<file path="src/hw/rtl/ajf_pkg.sv">
`timescale 1ns / 1ps
// Shared types and constants of the audio jitter FIFO.
// No dependencies; every other file of the block imports this package.
package ajf_pkg;

    localparam int SAMPLE_W   = 16;
    localparam int FILL_W     = 13;
    localparam int CHCNT_W    = 4;
    localparam int CH_W       = 3;
    localparam int CNT_W      = 32;
    localparam int CFG_IDX_W  = 2;
    localparam int CFG_DATA_W = 13;

    // Register indexes of the configuration port
    localparam logic [CFG_IDX_W-1:0] CFG_CHANNEL_COUNT = 2'd0;
    localparam logic [CFG_IDX_W-1:0] CFG_RING_FRAMES   = 2'd1;
    localparam logic [CFG_IDX_W-1:0] CFG_HIGH_WATER    = 2'd2;

    localparam logic [CHCNT_W-1:0] CHANNEL_COUNT_RST = 4'd2;
    localparam logic [FILL_W-1:0]  RING_FRAMES_RST   = 13'd3840;
    localparam logic [FILL_W-1:0]  HIGH_WATER_RST    = 13'd1728;

    typedef enum logic [1:0] {
        KIND_WRITE = 2'd0,
        KIND_READ  = 2'd1,
        KIND_FLUSH = 2'd2,
        KIND_DROP  = 2'd3
    } ajf_kind_t;

    typedef struct packed {
        ajf_kind_t                  kind;
        logic signed [SAMPLE_W-1:0] sample;
        logic                       packet_start;
        logic [FILL_W-1:0]          packet_frames;
        logic                       callback_end;
    } ajf_req_t;

    typedef struct packed {
        logic signed [SAMPLE_W-1:0] out_sample;
        logic [CH_W-1:0]            channel_index;
        logic                       frame_last;
        logic                       silence_filled;
        logic [CNT_W-1:0]           underrun_total;
        logic [CNT_W-1:0]           drop_total;
        logic [CNT_W-1:0]           reopen_total;
        logic [FILL_W-1:0]          fill_level;
    } ajf_rsp_t;

    // Everything a frame read needs besides the ring row
    typedef struct packed {
        logic [CHCNT_W-1:0] chans;
        logic               silent;
        logic [CNT_W-1:0]   underrun;
        logic [CNT_W-1:0]   drop;
        logic [CNT_W-1:0]   reopen;
        logic [FILL_W-1:0]  fill;
    } ajf_burst_meta_t;

    // Read engine status seen by the control logic
    typedef struct packed {
        logic load_ok;
        logic row_busy;
    } ajf_burst_stat_t;

    function automatic logic [CNT_W-1:0] sat_inc(input logic [CNT_W-1:0] v);
        return (&v) ? v : v + CNT_W'(1);
    endfunction

endpackage

</file>
<file path="src/hw/rtl/ajf_burst.sv">
`timescale 1ns / 1ps
// Frame read engine: issues one store read per channel and registers the results.
// Depends on ajf_pkg; reads through the store read port.
module ajf_burst
    import ajf_pkg::*;
#(
    parameter int RING_DEPTH   = 4096,
    parameter int MAX_CHANNELS = 8,
    localparam int PW = ($clog2(RING_DEPTH) < FILL_W) ? $clog2(RING_DEPTH) : FILL_W,
    localparam int ADDR_W = $clog2(RING_DEPTH * MAX_CHANNELS)
)
(
    input  logic                clk,
    input  logic                rst_n,
    input  logic                load,
    input  logic [PW-1:0]       load_row,
    input  ajf_burst_meta_t     load_meta,
    input  logic [PW-1:0]       probe_row,
    output ajf_burst_stat_t     stat,
    output logic                rd_en,
    output logic [ADDR_W-1:0]   rd_addr,
    input  logic [SAMPLE_W-1:0] rd_data,
    output logic                out_valid,
    input  logic                out_ready,
    output ajf_rsp_t            out_data
);

    logic            act_reg;
    logic [CH_W-1:0] ch_reg;
    logic [PW-1:0]   row_reg;
    ajf_burst_meta_t meta_reg;
    logic            s1_valid_reg;
    ajf_rsp_t        s1_reg;
    logic            o_valid_reg;
    ajf_rsp_t        o_reg;
    ajf_rsp_t        o_next;

    logic            s1_move;
    logic            issue;
    logic            last;
    ajf_rsp_t        slot;

    assign s1_move = s1_valid_reg && (!o_valid_reg || out_ready);
    assign issue   = act_reg && (!s1_valid_reg || s1_move);
    assign last    = ({1'b0, ch_reg} + CHCNT_W'(1)) >= meta_reg.chans;

    assign stat.load_ok  = !act_reg || (issue && last);
    // a write must not land on a row whose samples are still to be read
    assign stat.row_busy = act_reg && !meta_reg.silent && (row_reg == probe_row);

    assign rd_en   = issue;
    assign rd_addr = ADDR_W'(row_reg) * ADDR_W'(MAX_CHANNELS) + ADDR_W'(ch_reg);

    always_comb
    begin
        slot.out_sample     = '0;
        slot.channel_index  = ch_reg;
        slot.frame_last     = last;
        slot.silence_filled = meta_reg.silent;
        slot.underrun_total = meta_reg.underrun;
        slot.drop_total     = meta_reg.drop;
        slot.reopen_total   = meta_reg.reopen;
        slot.fill_level     = meta_reg.fill;
    end

    // merge the store sample into the staged response
    always_comb
    begin
        o_next            = s1_reg;
        o_next.out_sample = s1_reg.silence_filled ? '0 : rd_data;
    end

    always_ff @(posedge clk or negedge rst_n)
    begin
        if (!rst_n)
        begin
            act_reg      <= 1'b0;
            ch_reg       <= '0;
            s1_valid_reg <= 1'b0;
            o_valid_reg  <= 1'b0;
        end
        else
        begin
            if (load)
            begin
                act_reg <= 1'b1;
                ch_reg  <= '0;
            end
            else if (issue)
            begin
                if (last)
                    act_reg <= 1'b0;
                else
                    ch_reg <= ch_reg + CH_W'(1);
            end

            if (issue)
                s1_valid_reg <= 1'b1;
            else if (s1_move)
                s1_valid_reg <= 1'b0;

            if (s1_move)
                o_valid_reg <= 1'b1;
            else if (out_ready)
                o_valid_reg <= 1'b0;
        end
    end

    always_ff @(posedge clk)
    begin
        if (load)
        begin
            row_reg  <= load_row;
            meta_reg <= load_meta;
        end
        if (issue)
        begin
            s1_reg <= slot;
        end
        if (s1_move)
        begin
            o_reg <= o_next;
        end
    end

    assign out_valid = o_valid_reg;
    assign out_data  = o_reg;

endmodule

</file>
<file path="config.mk">
export PLATFORM = sky130hd
export DESIGN_NAME = ajf_burst
export DESIGN_NICKNAME = d
export VERILOG_FILES = /design/src/hw/rtl/ajf_pkg.sv /design/src/hw/rtl/ajf_burst.sv
export SDC_FILE = /design/constraint.sdc
export NUM_CORES = 1
export LEC_CHECK = 0
export ABC_AREA = 1
export BUFFER_PORTS_ARGS = -buffer_cell sky130_fd_sc_hd__buf_4
export CORE_MARGIN = 2
export CORE_UTILIZATION = 50
export DETAILED_ROUTE_END_ITERATION = 8
export GPL_ROUTABILITY_DRIVEN = 0
export GPL_TIMING_DRIVEN = 0
export HOLD_SLACK_MARGIN = 0.15
export PLACE_DENSITY = 0.86
export SKIP_LAST_GASP = 1
export SYNTH_ARGS = -nofsm -noshare
export SYNTH_HDL_FRONTEND = slang
export SYNTH_SLANG_ARGS = --single-unit
</file>
<file path="constraint.sdc">
create_clock -name clk -period 10.79 [get_ports clk]
set_clock_uncertainty 0.15 [all_clocks]
set_input_delay 2.158 -clock clk [delete_from_list [all_inputs] [get_ports clk]]
set_output_delay 2.158 -clock clk [all_outputs]
set_load 0.02 [all_outputs]
</file>
Yosys cells after proc, flatten, opt, wreduce, memory -nomap -nowiden
Cells that the tools add are included.
- output and inout port bits: 149
- input bits: 158
- register bits after elaboration: 376
- word-level logic and storage cells: 60
- reductions and logical operators: 18
- eq/ne operators: 2
- multiplexer cells: 10
- order comparisons: 1
- $add $sub $neg: 3
- operators by type and width (cell ; number):
    adder 15 x 3 -> 15 bit ; 1
    == test 12 bit ; 1
    two-way mux 3 bit ; 3
    nonzero test 2 bit ; 4
    two-way mux 1 bit ; 7
    logical AND 1 bit ; 5
    adder 3 x 1 -> 4 bit, second input constant ; 1
    greater-or-equal comparator 4 bit ; 1
    zero test 1 bit ; 4
    AND reduction 2 bit ; 2
    adder 3 x 1 -> 3 bit, second input constant ; 1
    logical OR 1 bit ; 3
    inequality test 2 bit, second input constant ; 1

Logic depth before layout (Yosys ltp)
Gate-level depths: netlist of run 1.
- depth after elaboration: 7
- mapped depth: 11
- depth with buffers taken out: 11

Worst setup path before layout of run 1
No wires, ideal clock.
- kind: input to register
- from: in out_ready
- to: reg o_reg (netlist bit out_data[0]), enable pin
- cell stages on the path: 2
- buffers on the path: 0
- required time: 9.978 ns
- setup time: 0.662 ns
- arrival time: 8.410 ns
- slack: 1.568 ns
- cells stage by stage: inv_2 > a21oi_1
- word-level cells in the longest chain between the ends: 2
- RTL lines (what ; line ; text):
    start, declared ; ajf_burst.sv:24 ; input logic out_ready,
    logical OR 1 bit ; ajf_burst.sv:43 ; assign s1_move = s1_valid_reg && (!o_valid_reg || out_ready);
    logical AND 1 bit ; ajf_burst.sv:43 ;
    via s1_move ; ajf_burst.sv:38 ; logic s1_move;
    end signal, assigned ; ajf_burst.sv:122 ; o_reg <= o_next;
    end, declared ; ajf_burst.sv:35 ; ajf_rsp_t o_reg;
The timed path passes the listed nets, and every way through them passes these cells.
A chain may end at the register's enable or synchronous reset.

Worst setup path after layout of run 1
- from: in out_ready
- to: out rd_en
- word-level cells in the longest chain between the ends: 4
- RTL lines (what ; line ; text):
    logical OR 1 bit ; ajf_burst.sv:43 ;
    logical AND 1 bit ; ajf_burst.sv:43 ;
    logical OR 1 bit ; ajf_burst.sv:44 ; assign issue = act_reg && (!s1_valid_reg || s1_move);
    logical AND 1 bit ; ajf_burst.sv:44 ;
    end, declared ; ajf_burst.sv:20 ; output logic rd_en,
No other way between the ends.

==> results of run 1 <==
kinds of logic (layout without fill, tap and decap cells):
group                    Yosys count  count (layout)
buffers and inverters             42             421
adder cells (fa/ha/maj)            5               5
AND/OR/NAND/NOR                   70              70
AO/OA/AOI/OAI                     12              12
flip-flops                       376             376
XOR/XNOR                           3               3
metrics by stage:
stage | instances | setup slack (ns) | util | power [W] | hold slack [ns]
after floorplan | 508 | 1.57 | - | 0.00238 | 0.250
after global placement | 1133 | -1.21 | 0.623 | 0.00269 | 0.250
after detailed placement | 1139 | 4.99 | 0.629 | 0.00272 | 0.255
after CTS | 1206 | 5.00 | 0.680 | 0.00394 | 0.256
after global routing | 1206 | 4.92 | 0.680 | 0.00405 | 0.259
final | 1206 | 5.05 | 0.680 | 0.00389 | 0.250
Yosys cell counts, types with 2 or more instances:
master,count
edfxtp_1,370
inv_1,37
nand2_1,28
nor2_1,26
nand3_1,9
o21ai_0,7
dfrtp_1,6
ha_1,5
inv_2,3
a21oi_1,2
nand2_2,2
nand3_2,2
xnor2_1,2
power groups by stage:
| stage | sequential, W | clock [W] | combinational (W) |
|---|---|---|---|
| 2_1_floorplan | 0.00224 | 0 | 0.000135 |
| 3_3_place_gp | 0.00211 | 0 | 0.000585 |
| 3_5_place_dp | 0.00209 | 0 | 0.000632 |
| 4_1_cts | 0.00206 | 0.00125 | 0.000633 |
| 5_1_grt | 0.00208 | 0.00130 | 0.000668 |
| 6_report | 0.00205 | 0.00122 | 0.000624 |
cell type report:
type / count / share of cell area
Multi-Input combinational cell: 90 / 0.0292
Inverter: 40 / 0.00976
Timing Repair Buffer: 312 / 0.154
Clock buffer: 44 / 0.0599
Tap cell: 319 / 0.0251
Buffer: 2 / 0.000551
Sequential cell: 376 / 0.708
Clock inverter: 23 / 0.0138
per-layer routing:
layer  wire [µm]  up-vias  track usage
met4         866        0       0.0789
met5           0        -            0
met1        7520     2664        0.181
met2       11600      285        0.312
met3        2120       60       0.0597
li1            -     2635            -
final timing paths:
path                                   start  slack, ns             to  cells after the start
worst min-delay path            meta_reg[25]       0.25     o_next[25]                      0
min in group asynchronous              rst_n       1.30   s1_valid_reg                      1
worst min register to register  meta_reg[25]       0.25     o_next[25]                      0
worst max-delay path               out_ready       5.05          rd_en                      7
max in group asynchronous              rst_n       9.07      ch_reg[0]                      1
worst max register to register     out_valid       8.60  out_data[100]                      3
cell usage in the layout, fill, tap and decap left out, types with 3 or more instances in the layout:
master      count
buf_12          3
buf_16          3
buf_4         305
bufinv_16       3
clkbuf_1        8
clkbuf_16      37
clkinv_1        4
clkinv_2        4
clkinvlp_4      9
dfrtp_1         6
edfxtp_1      370
ha_1            5
inv_1          37
inv_6           3
nand2_1        28
nand3_1         9
nor2_1         26
o21ai_0         7
worst max-delay path, cell delays in order:
cell and delay (ns):
buf_4 0.08, inv_2 0.05, nand3_2 0.09, nand2_2 0.09, inv_6 0.36, buf_16 0.34
buf_4 0.21
==> summary.md, run 1 <==
| Metric | Value |
|---|---|
| # rows | 56 |
| CTS root buffer | clkbuf_16 |
| Drt initial violations | 232 |
| Final min period | 5.74 ns |
| Setup repair bufs after CTS | 0 |
| Final Hold Vio Count | 0 |
| FFs w/ async S/R, synth | 0.0160 |
| CP max FO | between 60 and 70 |
| Synth area leader | edfxtp_1 |
| Inserted Clock Buffers | 37 |
| Io pins | slightly above 300 |
| Grt total ovfl | 0 |
| Max_slew headroom | 0.359 |
| Compound-Gate Fraction of Synth Area | 0.00548 |
| Drt via density | about 4.7 |
| WL final | 22,100 µm |
| Max clock buf depth | 3 |
| Synthesized area | 11,900 µm² |
| Nets@finish | around 1.0k |
| Number of flip-flops in the largest register | 130 |
| Share of layout cells above drive strength 1 | 0.426 |
| Worst Setup Start Kind | input pin |
| Average footprint of a synthesized cell | 23.4 µm² |
| Leak Pwr | 6.23 nW |
| Syn Nets | roughly 670 |
| Final setup viols | 0 |
| CTS clk-pin slew, worst paths | 0.06 ns |
| Area post-placement | roughly 15,000 µm² |
| Largest net degree at the start of global routing | 76 |
| Yosys top cell area share | 0.936 |
| Library cells used by synthesis | 22 |
| Area Overhead vs Synth | 33.9% |
| DR WL/cell | about 18 µm |
| Switching part of the total power | 0.252 |
| Register area | ~11,000 µm² |
| Hold Path Class | reg2reg |
| #FFs+latches synth | roughly 380 |
| Share of total power in combinational logic | 0.160 |
| Synth top area cells | edfxtp_1 94%, dfrtp_1 1.3%, inv_1 1.2%, nand2_1 0.89%, nor2_1 0.82% |
| Data arrival time of the worst path | between 3 and 4 ns |
| Post-synth EDFFs | 370 |
| Port bufs | approximately 300 |
| Post-Synth XOR/XNOR Area | 0.00221 |
| Post-Synth Simple-Gate Area | 0.0252 |
| Max-slew violation count | 0 |
| Inserted Diodes | 0 |
| Critical Path RT | between 8 and 9 ns |
| Routed vias | 5,644 |
| Cell area after layout | 15,900 µm² |
| Clk pwr share | 0.312 |
| Antenna Violating Nets Remaining | 0 |
| DPL Wire Length | about 15,000 µm |
| Ys Warns | 0 |
| Largest family of logic cells by synthesized area | simple AND/OR/NAND/NOR gates |
| Antenna violations before repair | 1 |
| Number of gates resized after CTS | 0 |
| Internal Power | between 0.002 and 0.003 W |
| Setup TNS | 0 ns |
| Fillers | ~1.5k |
| Slew @ Worst Pin | about 0.96 ns |
| GRT Total Usage | 0.173 |
| Clk_lat worst skew | ~0.51 ns |
| Mux cell area share after synthesis | 0 |
| Critical setup path kind | in2out |
| DRC viols | 0 |
| Multi-input gate area | 464 µm² |
| CP endpoint kind | primary output |
| CTS tree | yes |
| Core area | 23,400 µm² |
| Global-route wire length before repair | between 30,000 and 40,000 µm |
| Starting Density | 0.507 |
| Synthesized instance count | 508 |
| Fmax achieved | 0.174 GHz |
| Switching Power | 0.000982 W |
| Full die area | roughly 25,000 µm² |
| CTS H-Tree Depth | 2 |
| Die W | around 160 µm |
| Vert. Die Dim | about 160 µm |
| Ys flop type | edfxtp_1 |
| Sequential-to-total area share from yosys stat | 0.948 |
| Max-cap violations | 0 |
| Sink Count | 376 |
| Area share of fa/ha/maj cells after synthesis | 0.00527 |
| Number of global-route vias before repair | between 5k and 6k |
| Outcome | finished clean |
| CTS Hold Bufs | 0 |
| Pwr dens | 245 nW/µm² |
| Final worst-path cycle share | 0.532 |
| RSZ-0062 raised after global routing | false |
| Sequential share of power | 0.527 |
| Max VDD drop | ~0.16 mV |
| First-pass detailed-route iteration total | 4 |
Note: power is estimated with default switching activity, not from simulation.
==> run 2: changes to the inputs <==
Clock period 10.79 ns to 5.6 ns, I/O delays scaled along.
==> run 2 against run 1 <==
Effect of this change:
- core utilization increased by 0.28 points
- cell count is essentially flat
- first-iteration DRC count grew 13%
- sequential power is 93% higher
- count of clock-buffer cells in the layout shrank 3
- setup slack worse by 3.2 ns
- global-route usage rose by 0.064 points
==> summary.md, run 2 (synthesis gave the netlist of run 1 again) <==
| Metric | Value |
|---|---|
| CTS H-Tree Depth | 2 |
| Port bufs | 306 |
| GRT Total Usage | 0.173 |
| CP peak stage delay | about 0.48 ns |
| Fillers | roughly 1.5k |
| CTS root buffer | clkbuf_16 |
| Io pins | 307 |
| DRT met1 WL | a little over 8000 µm |
| Inserted Clock Buffers | 38 |
| Met3 routed wirelength | 2110 µm |
| Max-cap violations | 0 |
| # rows | 56 |
| CTS tree | yes |
| Core area | ~23,000 µm² |
| WL final | 22,400 µm |
| Worst Setup Start Kind | flip-flop |
| Antenna violations before repair | 0 |
| Final min period | 3.73 ns |
| Grt total ovfl | 0 |
| CTS clk-pin slew, worst paths | approximately 0.06 ns |
| Routed vias | between 5k and 6k |
| Inserted Diodes | 0 |
| DPL Wire Length | about 15,000 µm |
| Antenna Violating Nets Remaining | 0 |
| Commonest non-fill, non-tap cells in the layout | 370 x edfxtp_1, 305 x buf_4, 39 x clkbuf_16 |
| Most used cell along the critical path | nand2_1 |
| Reg2reg path depth | 11 |
| Data arrival time of the worst path | roughly 2.5 ns |
| Cell area after layout | about 16,000 µm² |
| Number of global-route vias before repair | just under 6k |
| Final setup viols | 0 |
| Fmax achieved | between 0.2 and 0.3 GHz |
| Hold Path Class | reg2reg |
| Setup repair bufs after CTS | 0 |
| Final Hold Vio Count | 0 |
| Nets@finish | 1,024 |
| DR WL/cell | 18.6 µm |
| Switching Power | approximately 0.0019 W |
| CP bufs+invs | 3 |
| Die W | about 160 µm |
| Clk pwr share | 0.320 |
| Max VDD drop | 0.240 mV |
| CP max FO | 7 |
| First-pass detailed-route iteration total | 4 |
| Sink Count | between 300 and 400 |
| Drt initial violations | ~260 |
| Number of flip-flops in the largest register | 130 |
| Full die area | 25,000 µm² |
| Max clock buf depth | 3 |
| Starting Density | 0.507 |
| CP top delay family | adder cells |
| Largest net degree at the start of global routing | 74 |
| CP Depth | 11 |
| Commonest non-fill, non-tap cell in the layout | edfxtp_1 |
| Pwr dens | 476 nW/µm² |
| Reg2Reg Launch Point | ch_reg[0] |
| Setup crit start | ch_reg[0] |
| Dpl ws | 1.90 ns |
| Critical Path RT | about 4.3 ns |
| RSZ-0062 raised after global routing | false |
| Area post-placement | 14,800 µm² |
| Global-route wire length before repair | between 30,000 and 40,000 µm |
| DRC viols | 0 |
| Slew @ Worst Pin | 0.638 ns |
| Outcome | finished clean |
| CP endpoint | stat[1] |
| CTS Hold Bufs | 0 |
| Share of total power in combinational logic | 0.160 |
| Number of gates resized after CTS | 0 |
| Vert. Die Dim | roughly 160 µm |
| Share of layout cells above drive strength 1 | 0.426 |
| Max-slew violation count | 0 |
| Switching part of the total power | 0.250 |
| Crit-path cells | ha_1 > xnor2_1 > inv_1 > ha_1 > nand2_1 > inv_2 > nand2_1 > nand3_2 > nand2_1 > nand2_1 > buf_4 |
| Internal Power | ~0.0057 W |
| Final worst slack | roughly 1.9 ns |
| Sequential share of power | 0.520 |
| Met2 wire length | around 12,000 µm |
| R2R setup slack | between 3 and 4 ns |
| Area Overhead vs Synth | 34.5% |
| Worst Min Path Start | meta_reg[108] |
| Max_slew headroom | 0.575 |
| Clk_lat worst skew | 0.51 ns |
| Leak Pwr | 6.29 nW |
| Drt via density | roughly 4.7 |
| Uppermost routed layer | met4 |
| Slowest CP cell | dfrtp_1 |
| End of the worst register-to-register path | ch_reg[1] |
| Critical setup path kind | reg2out |
| CP endpoint kind | primary output |
| Final worst-path cycle share | 0.666 |
[run 2: cell count changes in the layout (fill, tap and decap cells not counted), sizes merged]
cell / change
clkinv: +8
clkbuf: -3
buf: +1
bufinv: +1
clkinvlp: -6
[run 2: power by group through the flow]
| stage | Combinational, W | Clock (W) | Sequential [W] |
|---|---|---|---|
| floorplan | 0.000261 | 0 | 0.00430 |
| global placement | 0.00113 | 0 | 0.00403 |
| detailed placement | 0.00123 | 0 | 0.00401 |
| CTS | 0.00123 | 0.00249 | 0.00396 |
| global route | 0.00130 | 0.00259 | 0.00400 |
| finish | 0.00122 | 0.00243 | 0.00396 |
[run 2: how the worst min path moves through the flow]
stage	end	depth (start not counted)
finish	o_next[108]	0
global route	s1_valid_reg	1
CTS	s1_valid_reg	1
detailed placement	o_next[11]	0
global placement	o_next[28]	0
floorplan	o_next[0]	0
[run 2: routing by layer]
metal | global-route usage | vias to the layer above
li1 | - | 2636
met1 | 0.198 | 2786
met2 | 0.302 | 238
met3 | 0.0600 | 42
met4 | 0.0648 | 0
met5 | 0 | -
[run 2: area by class of cell]
class / instances / area, µm² / area share
plain buffers: 2 / 8.76 / 0.000549
well taps: 319 / 399 / 0.0250
repair buffers: 313 / 2460 / 0.154
multi-input cells: 90 / 464 / 0.0291
clock buffers: 41 / 983 / 0.0616
clock inverters: 26 / 233 / 0.0146
inverters: 40 / 155 / 0.00972
flip-flops and latches: 376 / 11300 / 0.705
[run 2: stage by stage]
step / hold slack [ns] / setup TNS, ns / std cells / utilization / total power, W
after floorplan: 0.250 / 0 / 508 / - / 0.00457
after global placement: 0.250 / -231.54 / 1133 / 0.623 / 0.00516
after detailed placement: 0.255 / 0 / 1140 / 0.630 / 0.00524
after CTS: 0.251 / 0 / 1207 / 0.682 / 0.00768
after global routing: 0.247 / 0 / 1207 / 0.682 / 0.00789
final: 0.257 / 0 / 1207 / 0.682 / 0.00761
