`src/hw/rtl/ajf_pkg.sv`:
```
`timescale 1ns / 1ps
// Shared types and constants of the audio jitter FIFO.
// No dependencies; every other file of the block imports this package.
package ajf_pkg;

    localparam int SAMPLE_W   = 16;
    localparam int FILL_W     = 13;
    localparam int CHCNT_W    = 4;
    localparam int CH_W       = 3;
    localparam int CNT_W      = 32;
    localparam int CFG_IDX_W  = 2;
    localparam int CFG_DATA_W = 13;

    // Register indexes of the configuration port
    localparam logic [CFG_IDX_W-1:0] CFG_CHANNEL_COUNT = 2'd0;
    localparam logic [CFG_IDX_W-1:0] CFG_RING_FRAMES   = 2'd1;
    localparam logic [CFG_IDX_W-1:0] CFG_HIGH_WATER    = 2'd2;

    localparam logic [CHCNT_W-1:0] CHANNEL_COUNT_RST = 4'd2;
    localparam logic [FILL_W-1:0]  RING_FRAMES_RST   = 13'd3840;
    localparam logic [FILL_W-1:0]  HIGH_WATER_RST    = 13'd1728;

    typedef enum logic [1:0] {
        KIND_WRITE = 2'd0,
        KIND_READ  = 2'd1,
        KIND_FLUSH = 2'd2,
        KIND_DROP  = 2'd3
    } ajf_kind_t;

    typedef struct packed {
        ajf_kind_t                  kind;
        logic signed [SAMPLE_W-1:0] sample;
        logic                       packet_start;
        logic [FILL_W-1:0]          packet_frames;
        logic                       callback_end;
    } ajf_req_t;

    typedef struct packed {
        logic signed [SAMPLE_W-1:0] out_sample;
        logic [CH_W-1:0]            channel_index;
        logic                       frame_last;
        logic                       silence_filled;
        logic [CNT_W-1:0]           underrun_total;
        logic [CNT_W-1:0]           drop_total;
        logic [CNT_W-1:0]           reopen_total;
        logic [FILL_W-1:0]          fill_level;
    } ajf_rsp_t;

    // Everything a frame read needs besides the ring row
    typedef struct packed {
        logic [CHCNT_W-1:0] chans;
        logic               silent;
        logic [CNT_W-1:0]   underrun;
        logic [CNT_W-1:0]   drop;
        logic [CNT_W-1:0]   reopen;
        logic [FILL_W-1:0]  fill;
    } ajf_burst_meta_t;

    // Read engine status seen by the control logic
    typedef struct packed {
        logic load_ok;
        logic row_busy;
    } ajf_burst_stat_t;

    function automatic logic [CNT_W-1:0] sat_inc(input logic [CNT_W-1:0] v);
        return (&v) ? v : v + CNT_W'(1);
    endfunction

endpackage

```
`src/hw/rtl/ajf_ctrl.sv`:
```
`timescale 1ns / 1ps
// Ring control: configuration registers, positions, fill, packet tracking, counters.
// Depends on ajf_pkg; drives the store write port and loads the read engine.
module ajf_ctrl
    import ajf_pkg::*;
#(
    parameter int RING_DEPTH   = 4096,
    parameter int MAX_CHANNELS = 8,
    localparam int PW = ($clog2(RING_DEPTH) < FILL_W) ? $clog2(RING_DEPTH) : FILL_W,
    localparam int ADDR_W = $clog2(RING_DEPTH * MAX_CHANNELS)
)
(
    input  logic                  clk,
    input  logic                  rst_n,
    input  logic                  in_valid,
    input  ajf_req_t              in_data,
    output logic                  in_ready,
    input  logic                  cfg_valid,
    input  logic [CFG_IDX_W-1:0]  cfg_index,
    input  logic [CFG_DATA_W-1:0] cfg_data,
    output logic                  cfg_ready,
    input  ajf_burst_stat_t       bstat,
    output logic [PW-1:0]         probe_row,
    output logic                  load,
    output logic [PW-1:0]         load_row,
    output ajf_burst_meta_t       load_meta,
    output logic                  wr_en,
    output logic [ADDR_W-1:0]     wr_addr,
    output logic [SAMPLE_W-1:0]   wr_data
);

    localparam int RING_LIM = (RING_DEPTH > (1 << FILL_W) - 1) ? (1 << FILL_W) - 1 : RING_DEPTH;

    logic [CHCNT_W-1:0] cc_reg, cc_next;
    logic [FILL_W-1:0]  rf_reg, rf_next;
    logic [FILL_W-1:0]  hw_reg, hw_next;
    logic [PW-1:0]      rp_reg, rp_next;
    logic [PW-1:0]      wp_reg, wp_next;
    logic [FILL_W-1:0]  fill_reg, fill_next;
    logic [FILL_W-1:0]  pend_reg, pend_next;
    logic [FILL_W-1:0]  psize_reg, psize_next;
    logic [CH_W-1:0]    wch_reg, wch_next;
    logic               acc_reg, acc_next;
    logic               prod_reg, prod_next;
    logic               short_reg, short_next;
    logic [CNT_W-1:0]   und_reg, und_next;
    logic [CNT_W-1:0]   drop_reg, drop_next;
    logic [CNT_W-1:0]   reopen_reg, reopen_next;

    logic [CHCNT_W-1:0] chans_eff;
    logic [FILL_W-1:0]  ring_eff;
    logic [FILL_W:0]    end_sum;
    logic [PW-1:0]      end_pos;
    logic [FILL_W:0]    fill_sum;
    logic               accept;
    logic               clear;
    logic               silent;

    // clamp out-of-range geometry
    always_comb
    begin
        priority if (cc_reg == '0)
            chans_eff = CHCNT_W'(1);
        else if (int'(cc_reg) > MAX_CHANNELS)
            chans_eff = CHCNT_W'(MAX_CHANNELS);
        else
            chans_eff = cc_reg;

        priority if (rf_reg == '0)
            ring_eff = FILL_W'(1);
        else if (int'(rf_reg) > RING_DEPTH)
            ring_eff = FILL_W'(RING_LIM);
        else
            ring_eff = rf_reg;
    end

    // first free row behind the committed frames
    assign end_sum = {1'b0, FILL_W'(rp_reg)} + {1'b0, fill_reg};
    assign end_pos = (end_sum >= {1'b0, ring_eff}) ? PW'(end_sum - {1'b0, ring_eff})
                                                   : PW'(end_sum);
    assign probe_row = in_data.packet_start ? end_pos : wp_reg;

    // hold requests in a cycle that takes a register write, reads while the engine cannot load, writes to a busy row
    always_comb
    begin
        unique case (in_data.kind)
            KIND_READ:  in_ready = bstat.load_ok && !cfg_valid;
            KIND_WRITE: in_ready = !bstat.row_busy && !cfg_valid;
            default:    in_ready = !cfg_valid;
        endcase
    end

    assign accept    = in_valid && in_ready;
    assign cfg_ready = 1'b1;
    assign wr_data   = in_data.sample;
    assign load_row  = rp_reg;

    always_comb
    begin
        cc_next     = cc_reg;
        rf_next     = rf_reg;
        hw_next     = hw_reg;
        rp_next     = rp_reg;
        wp_next     = wp_reg;
        fill_next   = fill_reg;
        pend_next   = pend_reg;
        psize_next  = psize_reg;
        wch_next    = wch_reg;
        acc_next    = acc_reg;
        prod_next   = prod_reg;
        short_next  = short_reg;
        und_next    = und_reg;
        drop_next   = drop_reg;
        reopen_next = reopen_reg;
        clear       = 1'b0;
        silent      = (fill_reg == '0);
        fill_sum    = '0;
        wr_en       = 1'b0;
        wr_addr     = '0;
        load        = 1'b0;

        priority if (cfg_valid)
        begin
            unique case (cfg_index)
                CFG_CHANNEL_COUNT:
                begin
                    cc_next = cfg_data[CHCNT_W-1:0];
                    clear   = 1'b1;
                end
                CFG_RING_FRAMES:
                begin
                    rf_next = cfg_data;
                    clear   = 1'b1;
                end
                CFG_HIGH_WATER:
                begin
                    hw_next = cfg_data;
                end
                default:
                begin
                end
            endcase
        end
        else if (accept)
        begin
            unique case (in_data.kind)
                KIND_WRITE:
                begin
                    // a packet start abandons any unfinished packet
                    if (in_data.packet_start)
                    begin
                        wp_next   = end_pos;
                        wch_next  = '0;
                        pend_next = '0;
                        acc_next  = 1'b0;
                        if (in_data.packet_frames != '0)
                        begin
                            if (fill_reg >= hw_reg ||
                                ({1'b0, fill_reg} + {1'b0, in_data.packet_frames}) >
                                {1'b0, ring_eff})
                            begin
                                drop_next = sat_inc(drop_reg);
                            end
                            else
                            begin
                                acc_next   = 1'b1;
                                pend_next  = in_data.packet_frames;
                                psize_next = in_data.packet_frames;
                            end
                        end
                    end
                    if (acc_next && pend_next != '0)
                    begin
                        wr_en   = 1'b1;
                        wr_addr = ADDR_W'(wp_next) * ADDR_W'(MAX_CHANNELS) + ADDR_W'(wch_next);
                        if (({1'b0, wch_next} + CHCNT_W'(1)) >= chans_eff)
                        begin
                            wch_next  = '0;
                            wp_next   = (FILL_W'(wp_next) + FILL_W'(1) >= ring_eff)
                                        ? '0 : wp_next + PW'(1);
                            pend_next = pend_next - FILL_W'(1);
                            if (pend_next == '0)
                            begin
                                // packet complete: commit its frames
                                fill_sum  = {1'b0, fill_next} + {1'b0, psize_next};
                                fill_next = (fill_sum > {1'b0, ring_eff}) ? ring_eff
                                                                          : FILL_W'(fill_sum);
                                prod_next = 1'b1;
                                acc_next  = 1'b0;
                            end
                        end
                        else
                        begin
                            wch_next = wch_next + CH_W'(1);
                        end
                    end
                end
                KIND_READ:
                begin
                    load = 1'b1;
                    if (!silent)
                    begin
                        rp_next   = (FILL_W'(rp_reg) + FILL_W'(1) >= ring_eff)
                                    ? '0 : rp_reg + PW'(1);
                        fill_next = fill_reg - FILL_W'(1);
                    end
                    else if (prod_reg)
                    begin
                        short_next = 1'b1;
                    end
                    if (in_data.callback_end)
                    begin
                        if (short_next)
                        begin
                            und_next = sat_inc(und_reg);
                        end
                        short_next = 1'b0;
                    end
                end
                KIND_FLUSH:
                begin
                    clear       = 1'b1;
                    reopen_next = sat_inc(reopen_reg);
                end
                KIND_DROP:
                begin
                    drop_next = sat_inc(drop_reg);
                end
            endcase
        end

        if (clear)
        begin
            rp_next    = '0;
            wp_next    = '0;
            fill_next  = '0;
            pend_next  = '0;
            psize_next = '0;
            wch_next   = '0;
            acc_next   = 1'b0;
            prod_next  = 1'b0;
        end

        load_meta.chans    = chans_eff;
        load_meta.silent   = silent;
        load_meta.underrun = und_next;
        load_meta.drop     = drop_reg;
        load_meta.reopen   = reopen_reg;
        load_meta.fill     = fill_next;
    end

    always_ff @(posedge clk or negedge rst_n)
    begin
        if (!rst_n)
        begin
            cc_reg     <= CHANNEL_COUNT_RST;
            rf_reg     <= RING_FRAMES_RST;
            hw_reg     <= HIGH_WATER_RST;
            rp_reg     <= '0;
            wp_reg     <= '0;
            fill_reg   <= '0;
            pend_reg   <= '0;
            psize_reg  <= '0;
            wch_reg    <= '0;
            acc_reg    <= 1'b0;
            prod_reg   <= 1'b0;
            short_reg  <= 1'b0;
            und_reg    <= '0;
            drop_reg   <= '0;
            reopen_reg <= '0;
        end
        else
        begin
            cc_reg     <= cc_next;
            rf_reg     <= rf_next;
            hw_reg     <= hw_next;
            rp_reg     <= rp_next;
            wp_reg     <= wp_next;
            fill_reg   <= fill_next;
            pend_reg   <= pend_next;
            psize_reg  <= psize_next;
            wch_reg    <= wch_next;
            acc_reg    <= acc_next;
            prod_reg   <= prod_next;
            short_reg  <= short_next;
            und_reg    <= und_next;
            drop_reg   <= drop_next;
            reopen_reg <= reopen_next;
        end
    end

endmodule

```
`config.mk`:
```
export PLATFORM = sky130hd
export DESIGN_NAME = ajf_ctrl
export DESIGN_NICKNAME = d
export VERILOG_FILES = /design/src/hw/rtl/ajf_pkg.sv /design/src/hw/rtl/ajf_ctrl.sv
export SDC_FILE = /design/constraint.sdc
export NUM_CORES = 1
export LEC_CHECK = 0
export ABC_AREA = 1
export BUFFER_PORTS_ARGS = -buffer_cell sky130_fd_sc_hd__buf_2
export CAP_MARGIN = 15
export CORE_MARGIN = 2
export CORE_UTILIZATION = 50
export CTS_CLUSTER_SIZE = 30
export DETAILED_ROUTE_END_ITERATION = 6
export PLACE_DENSITY = 0.71
export SLEW_MARGIN = 15
export SYNTH_ARGS = -nofsm -noshare
export SYNTH_HDL_FRONTEND = slang
export SYNTH_SLANG_ARGS = --single-unit
```
`constraint.sdc`:
```
create_clock -name clk -period 10.31 [get_ports clk]
set_input_delay 1.5465 -clock clk [delete_from_list [all_inputs] [get_ports clk]]
set_output_delay 1.5465 -clock clk [all_outputs]
set_load 0.02 [all_outputs]
```
* After elaboration in Yosys (flattened, before gate mapping) *
Cells that the tools add are included.

word-level totals
  input bits = 54
  register bits after elaboration = 195
  output and inout port bits = 173

operators by class
  eq/ne operators = 10
  add/subtract/negate cells = 16
  reduce and logical (&&, ||, !) cells = 35
  muxes and demuxes = 116
  bitwise gates (word level) = 2
  order comparisons = 9

operators with widths
  cell                                                   count
  2-to-1 mux 13 bit                                      32
  2-to-1 mux 32 bit                                      10
  2-to-1 mux 12 bit                                      18
  adder 32 x 1 -> 32 bit, second input constant          3
  AND reduction 32 bit                                   3
  one-hot mux 32 bit (2 select lines)                    1
  2-to-1 mux 15 bit                                      4
  >= comparator 13 bit                                   3
  zero test 13 bit                                       3
  2-to-1 mux 1 bit                                       37
  2-to-1 mux 3 bit                                       10
  adder 13 x 13 -> 14 bit                                2
  greater-than comparator 14 x 13 -> 1 bit               2
  adder 12 x 1 -> 13 bit, second input constant          2
  one-hot mux 13 bit (2 select lines)                    1
  nonzero test 13 bit                                    2
  subtractor 13 x 1 -> 13 bit, second input constant     2
  adder 12 x 1 -> 12 bit, second input constant          2
  adder 15 x 3 -> 15 bit                                 1
  adder 12 x 13 -> 14 bit                                1
  >= comparator 14 x 13 -> 1 bit                         1
  nonzero test 2 bit                                     7
  greater-than comparator 13 bit, second input constant  1
  AND reduction 6 bit                                    2
  21 further kinds                                       38

* Depth between registers and ports, before layout *
  depth after elaboration = 21
  mapped depth = 50

* Least setup slack after synthesis *
OpenSTA, ideal clock, no wires.

  kind = input to output
  start = input in_data[1] in the netlist's numbering
  end = output load_meta[3] in the netlist's numbering
  slack = 0.795 ns
  data required time = 8.764 ns
  arrival = 7.969 ns
  cell stages on the path = 48
  path through = ha_1 fa_1 nand3_1 nand2_1 a21oi_1 nor2_1 o21ai_0 nand2_1 a21oi_1 o21ai_0 nand2_1 a21oi_1 nor2_1 xnor2_1 ha_1 nand3_1 nor3_1 nand4_1 [... 12 more ...] nand2_1 inv_1 nor2_1 o21bai_1 xor2_1 inv_1 ha_1 inv_1 nor3_1 nand3_1 nand3_1 nand2_1 clkbuf_1 nor2_1 a21oi_1 nand3_1 nand3_1 a21oi_1

RTL lines
  item                line            RTL
  start: declaration  ajf_ctrl.sv:16  input ajf_req_t in_data,
  end: declaration    ajf_ctrl.sv:26  output ajf_burst_meta_t load_meta,

==> summary.md <==
- 7.40 um^2 — Post-Syn Area per Cell
- sky130_fd_sc_hd__clkbuf_16 — CTS root buffer
- 29.2% — fraction of power consumed by sequential logic
- sky130_fd_sc_hd__dfrtp_1 30%, sky130_fd_sc_hd__ha_1 11%, sky130_fd_sc_hd__nand2_1 10% — largest cells by area after synthesis
- 12.0% — synthesized-area fraction occupied by ao, oa, aoi and oai cells
- 2,296 — synthesized net count
- sky130_fd_sc_hd__dfrtp_1 — dominant synthesized flop cell
- 1.02 ns — slew at the pin closest to its max-slew limit
- 17 — TritonCTS Buffers
- 0.0156 mm^2 — cell area after synthesis
- 4 — number of antenna violations at the first check in global routing
- 195 — TritonCTS Sinks
- finished clean — result of the run
- done — CTS tree
- sky130_fd_sc_hd__nand2_1 — cell mode on critical path
- sky130_fd_sc_hd__dfrtp_1 — largest area contributor in the synthesized netlist
- 227 — num ports
- 73,600 um — first-pass GRT wire length
- fill_reg[0]$_DFF_PN0_ — reg2reg start
- 2.77 ns — minimum setup slack among reg-to-reg paths
- 11.3% — adder-cell share of the synthesized area
- 48.6% — portion of total power attributed to combinational logic
- 62 — unique cell type count in the Yosys netlist
- 0 — number of buffers inserted by hold repair at cts
- 31.9% — worst rel slew slack
- 5 — first drt pass iteration count
- 9.53 nW — leakage power of the design
- 46,600 um — total wirelength of the detailed-routed design
- register to register — Hold/Removal Path Class
- 0.08 ns — clk slew on worst S/H paths
- 64 — total number of placement rows
- 35,800 um — DP Wirelength
- 0.131 mV — Max rail drop VDD
- 0 — count of max-cap constraint violations
- sky130_fd_sc_hd__fa_1 — Crit-path slowest cell
- 954 — starting DRC count in detailed routing
- 102 MHz — maximum frequency from static timing analysis
- 2,104 — instance count of the mapped netlist
- 17.2 um — Routed wire per std cell
- 0.958 — weighted congestion at the end of routability-driven global placement
- 100% — fraction of registers with async set/reset
- 7.81% — xor and xnor area share after synthesis
- 45.2% — switch share
- 8.23 ns — arrival time of the worst setup path
- 0 — Yosys warnings
- hw_reg[6]$_DFFE_PN1P_ — worst-case hold path end point
- 0 — final count of negative-setup-slack endpoints
- 0 — antenna-violating nets left
- 0.0128 ns — clock skew
- output port — Critical Path Sink Type
- 181 um — horizontal die dimension
- 50.8% — initial core utilization
- 181 um — vertical die dimension
- 13.5% — growth of design area from synthesis to finish
- simple AND/OR/NAND/NOR gates — main combinational cell family by area after synthesis
- 1.70 mW — internal power component
- wp_reg[3]$_DFFE_PN0P_ — R2R Path End
- 39 — number of cells on the worst reg-to-reg path
- 0 — number of pins exceeding their max-slew limit in the final report
- 0.0169 mm^2 — area post-placement
- 9.78 ns — minimum clock period
- 16.4% — share of post-route cells with drive strength above 1
- 0.47 ns — Skew-Pair Late Insertion Delay
- 26.7% — simple-gate area share of the yosys netlist
- 57.7% — end-of-flow core utilization
- 79 — pin count of the biggest net entering global routing
- primary input — startpoint class of the critical path
- 8.76 ns — required arrival time at the worst endpoint
- 0.0326 mm^2 — area enclosed by the die boundary
- 0 — count of unresolved DRC violations after routing
- 5.50 — post-detailed-route via-to-cell ratio
- 0.795% — post-synthesis mux area share
- 28.4% — Global Route Usage Sum
- 14,900 — detailed-route via count
- 0 — number of flops mapped to enable cells by yosys
- 0 — total grt overflow
- 2,659 — Cells after DPL
- 29.9% — area share of the leading cell type in the synthesized netlist
- 94.9% — period utilization
- 2 — Hold Crit Depth
- 14,200 — vias in the first global route
- 4 — maximum level of the CTS H-tree
- primary input to output port — Worst Setup Path Type
- 2,485 — Final Net Count
- 195 — Synth Register Bits
- 0 — Final Hold Violating Endpoints
- hw_reg[6]$_DFFE_PN1P_ — hold_sp
- 13 — largest fanout on the critical path
- 22.2% — Clk pwr share
- 2 — buffer depth of the longest clock path
- 0.0177 mm^2 — post-route design area
- 1.40 mW — Net Sw Power
- 175 mW/mm^2 — power per standard cell area
- 2,704 — filler-free cell count of the finished design
- 0.0307 mm^2 — Floorplan Core Area
- 193 — number of input and output port buffers inserted
- 31.4% — sequential share of the synthesized area
- 0.40 ns — peak per-stage delay on the critical path
metal layers:
layer | share of wire [%] | global-route usage, % | vias up | routed length [um]
met4 | 4.4 | 13.3 | 4 | 2050
li1 | - | - | 7257 | -
met3 | 8.2 | 7.82 | 122 | 3820
met2 | 45 | 45.3 | 518 | 21000
met5 | 0.058 | 0 | - | 27
met1 | 42 | 35.7 | 6977 | 19600
power groups by stage:
stage                     logic [mW]  registers, mW  clock network (mW)
after detailed placement        1.43          0.918                   0
after global routing            1.68          0.915               0.733
after floorplan                 1.02          0.932                   0
after global placement          1.41          0.917                   0
after CTS                       1.44          0.904               0.702
final                           1.51          0.906               0.689
per-stage QoR:
stage                     hold WS (ns)  power [mW]  setup TNS (ns)  worst slack (ns)
final                            0.487        3.10               0             0.529
after global placement           0.467        2.32               0             0.237
after detailed placement         0.468        2.35         -0.0362           -0.0362
after floorplan                  0.449        1.95               0             0.795
after CTS                        0.490        3.05               0           0.00860
after global routing             0.501        3.33         -0.0600           -0.0200
cell type report:
class / instances / area, um^2
diodes: 2 / 5.00
flip-flops and latches: 195 / 4890
clock inverters: 14 / 161
well taps: 396 / 495
repair buffers: 224 / 1240
clock buffers: 18 / 439
multi-input cells: 1527 / 9220
fillers: 2901 / 13000
repair inverters: 1 / 5.00
inverters: 327 / 1230
worst max path at each step:
| stage | from | endpoint | slack [ns] | depth (start not counted) |
|---|---|---|---|---|
| after detailed placement | in_data[1] | load_meta[12] | -0.04 | 50 |
| after global routing | in_data[1] | load_meta[11] | -0.02 | 49 |
| after CTS | in_data[1] | load_meta[10] | 0.009 | 50 |
| after floorplan | in_data[1] | load_meta[3] | 0.79 | 48 |
| after global placement | in_data[1] | load_meta[12] | 0.24 | 50 |
| final | in_data[1] | load_meta[10] | 0.53 | 50 |
critical path: cells and delay by family:
family / cells / cell delay [ns]
xor gates and xnor gates: 2 / 0.28
buffers and inverters: 7 / 0.85
AOI/OAI and AO/OA: 12 / 1.63
adders and majority gates: 5 / 1.52
and+or+nand+nor: 24 / 2.41
cells by family after synthesis:
kind of cell	after synthesis
and+or+nand+nor	917
buffers and inverters	382
AOI/OAI and AO/OA	321
DFF	195
xor gates and xnor gates	139
adders and majority gates	138
muxes	11
other	1
synthesized netlist by cell type, drive strengths merged (9+ instances only):
master and n:
nor2 212, nor3 53, o211ai 15, o22ai 13, o21ai 124, xor2 100, xnor2 39, a31oi 15
dfstp 9, clkbuf 17, nand2 447, ha 134, o21bai 14, nand3 126, buf 38, inv 325
nor4 21, a21oi 120, dfrtp 186, nand4 45, mux2 11
timing repair:
item	4_1_cts	5_1_grt
pin swaps	0	16
setup buffers	0	10
gates resized for setup	1	33
endpoints found under the hold margin	0	0
cloned	0	1
endpoints found under the setup margin	1	13
layout by cell type, fill, tap and decap left out, types with 5 or more instances in the layout:
master	n
sky130_fd_sc_hd__mux2_2	11
sky130_fd_sc_hd__nor2_2	9
sky130_fd_sc_hd__dfrtp_1	186
sky130_fd_sc_hd__nand2_1	430
sky130_fd_sc_hd__o211ai_1	15
sky130_fd_sc_hd__o22ai_1	13
sky130_fd_sc_hd__inv_2	6
sky130_fd_sc_hd__dfstp_2	9
sky130_fd_sc_hd__xnor2_1	39
sky130_fd_sc_hd__xor2_1	100
sky130_fd_sc_hd__nand4_1	43
sky130_fd_sc_hd__inv_6	6
sky130_fd_sc_hd__nor4_1	19
sky130_fd_sc_hd__buf_2	188
sky130_fd_sc_hd__or2_2	5
sky130_fd_sc_hd__nand3_1	111
sky130_fd_sc_hd__nor2_4	9
sky130_fd_sc_hd__inv_1	318
sky130_fd_sc_hd__nor3_2	5
sky130_fd_sc_hd__nand2_2	14
sky130_fd_sc_hd__o21ai_1	7
sky130_fd_sc_hd__clkbuf_16	17
sky130_fd_sc_hd__o21bai_1	13
sky130_fd_sc_hd__buf_4	32
sky130_fd_sc_hd__nor3_1	47
sky130_fd_sc_hd__a21oi_2	14
sky130_fd_sc_hd__nor2_1	193
sky130_fd_sc_hd__ha_1	132
sky130_fd_sc_hd__a21oi_1	102
sky130_fd_sc_hd__nand3_2	14
sky130_fd_sc_hd__a31oi_1	15
sky130_fd_sc_hd__o21ai_0	112
Note: power is estimated with default switching activity, not from simulation.
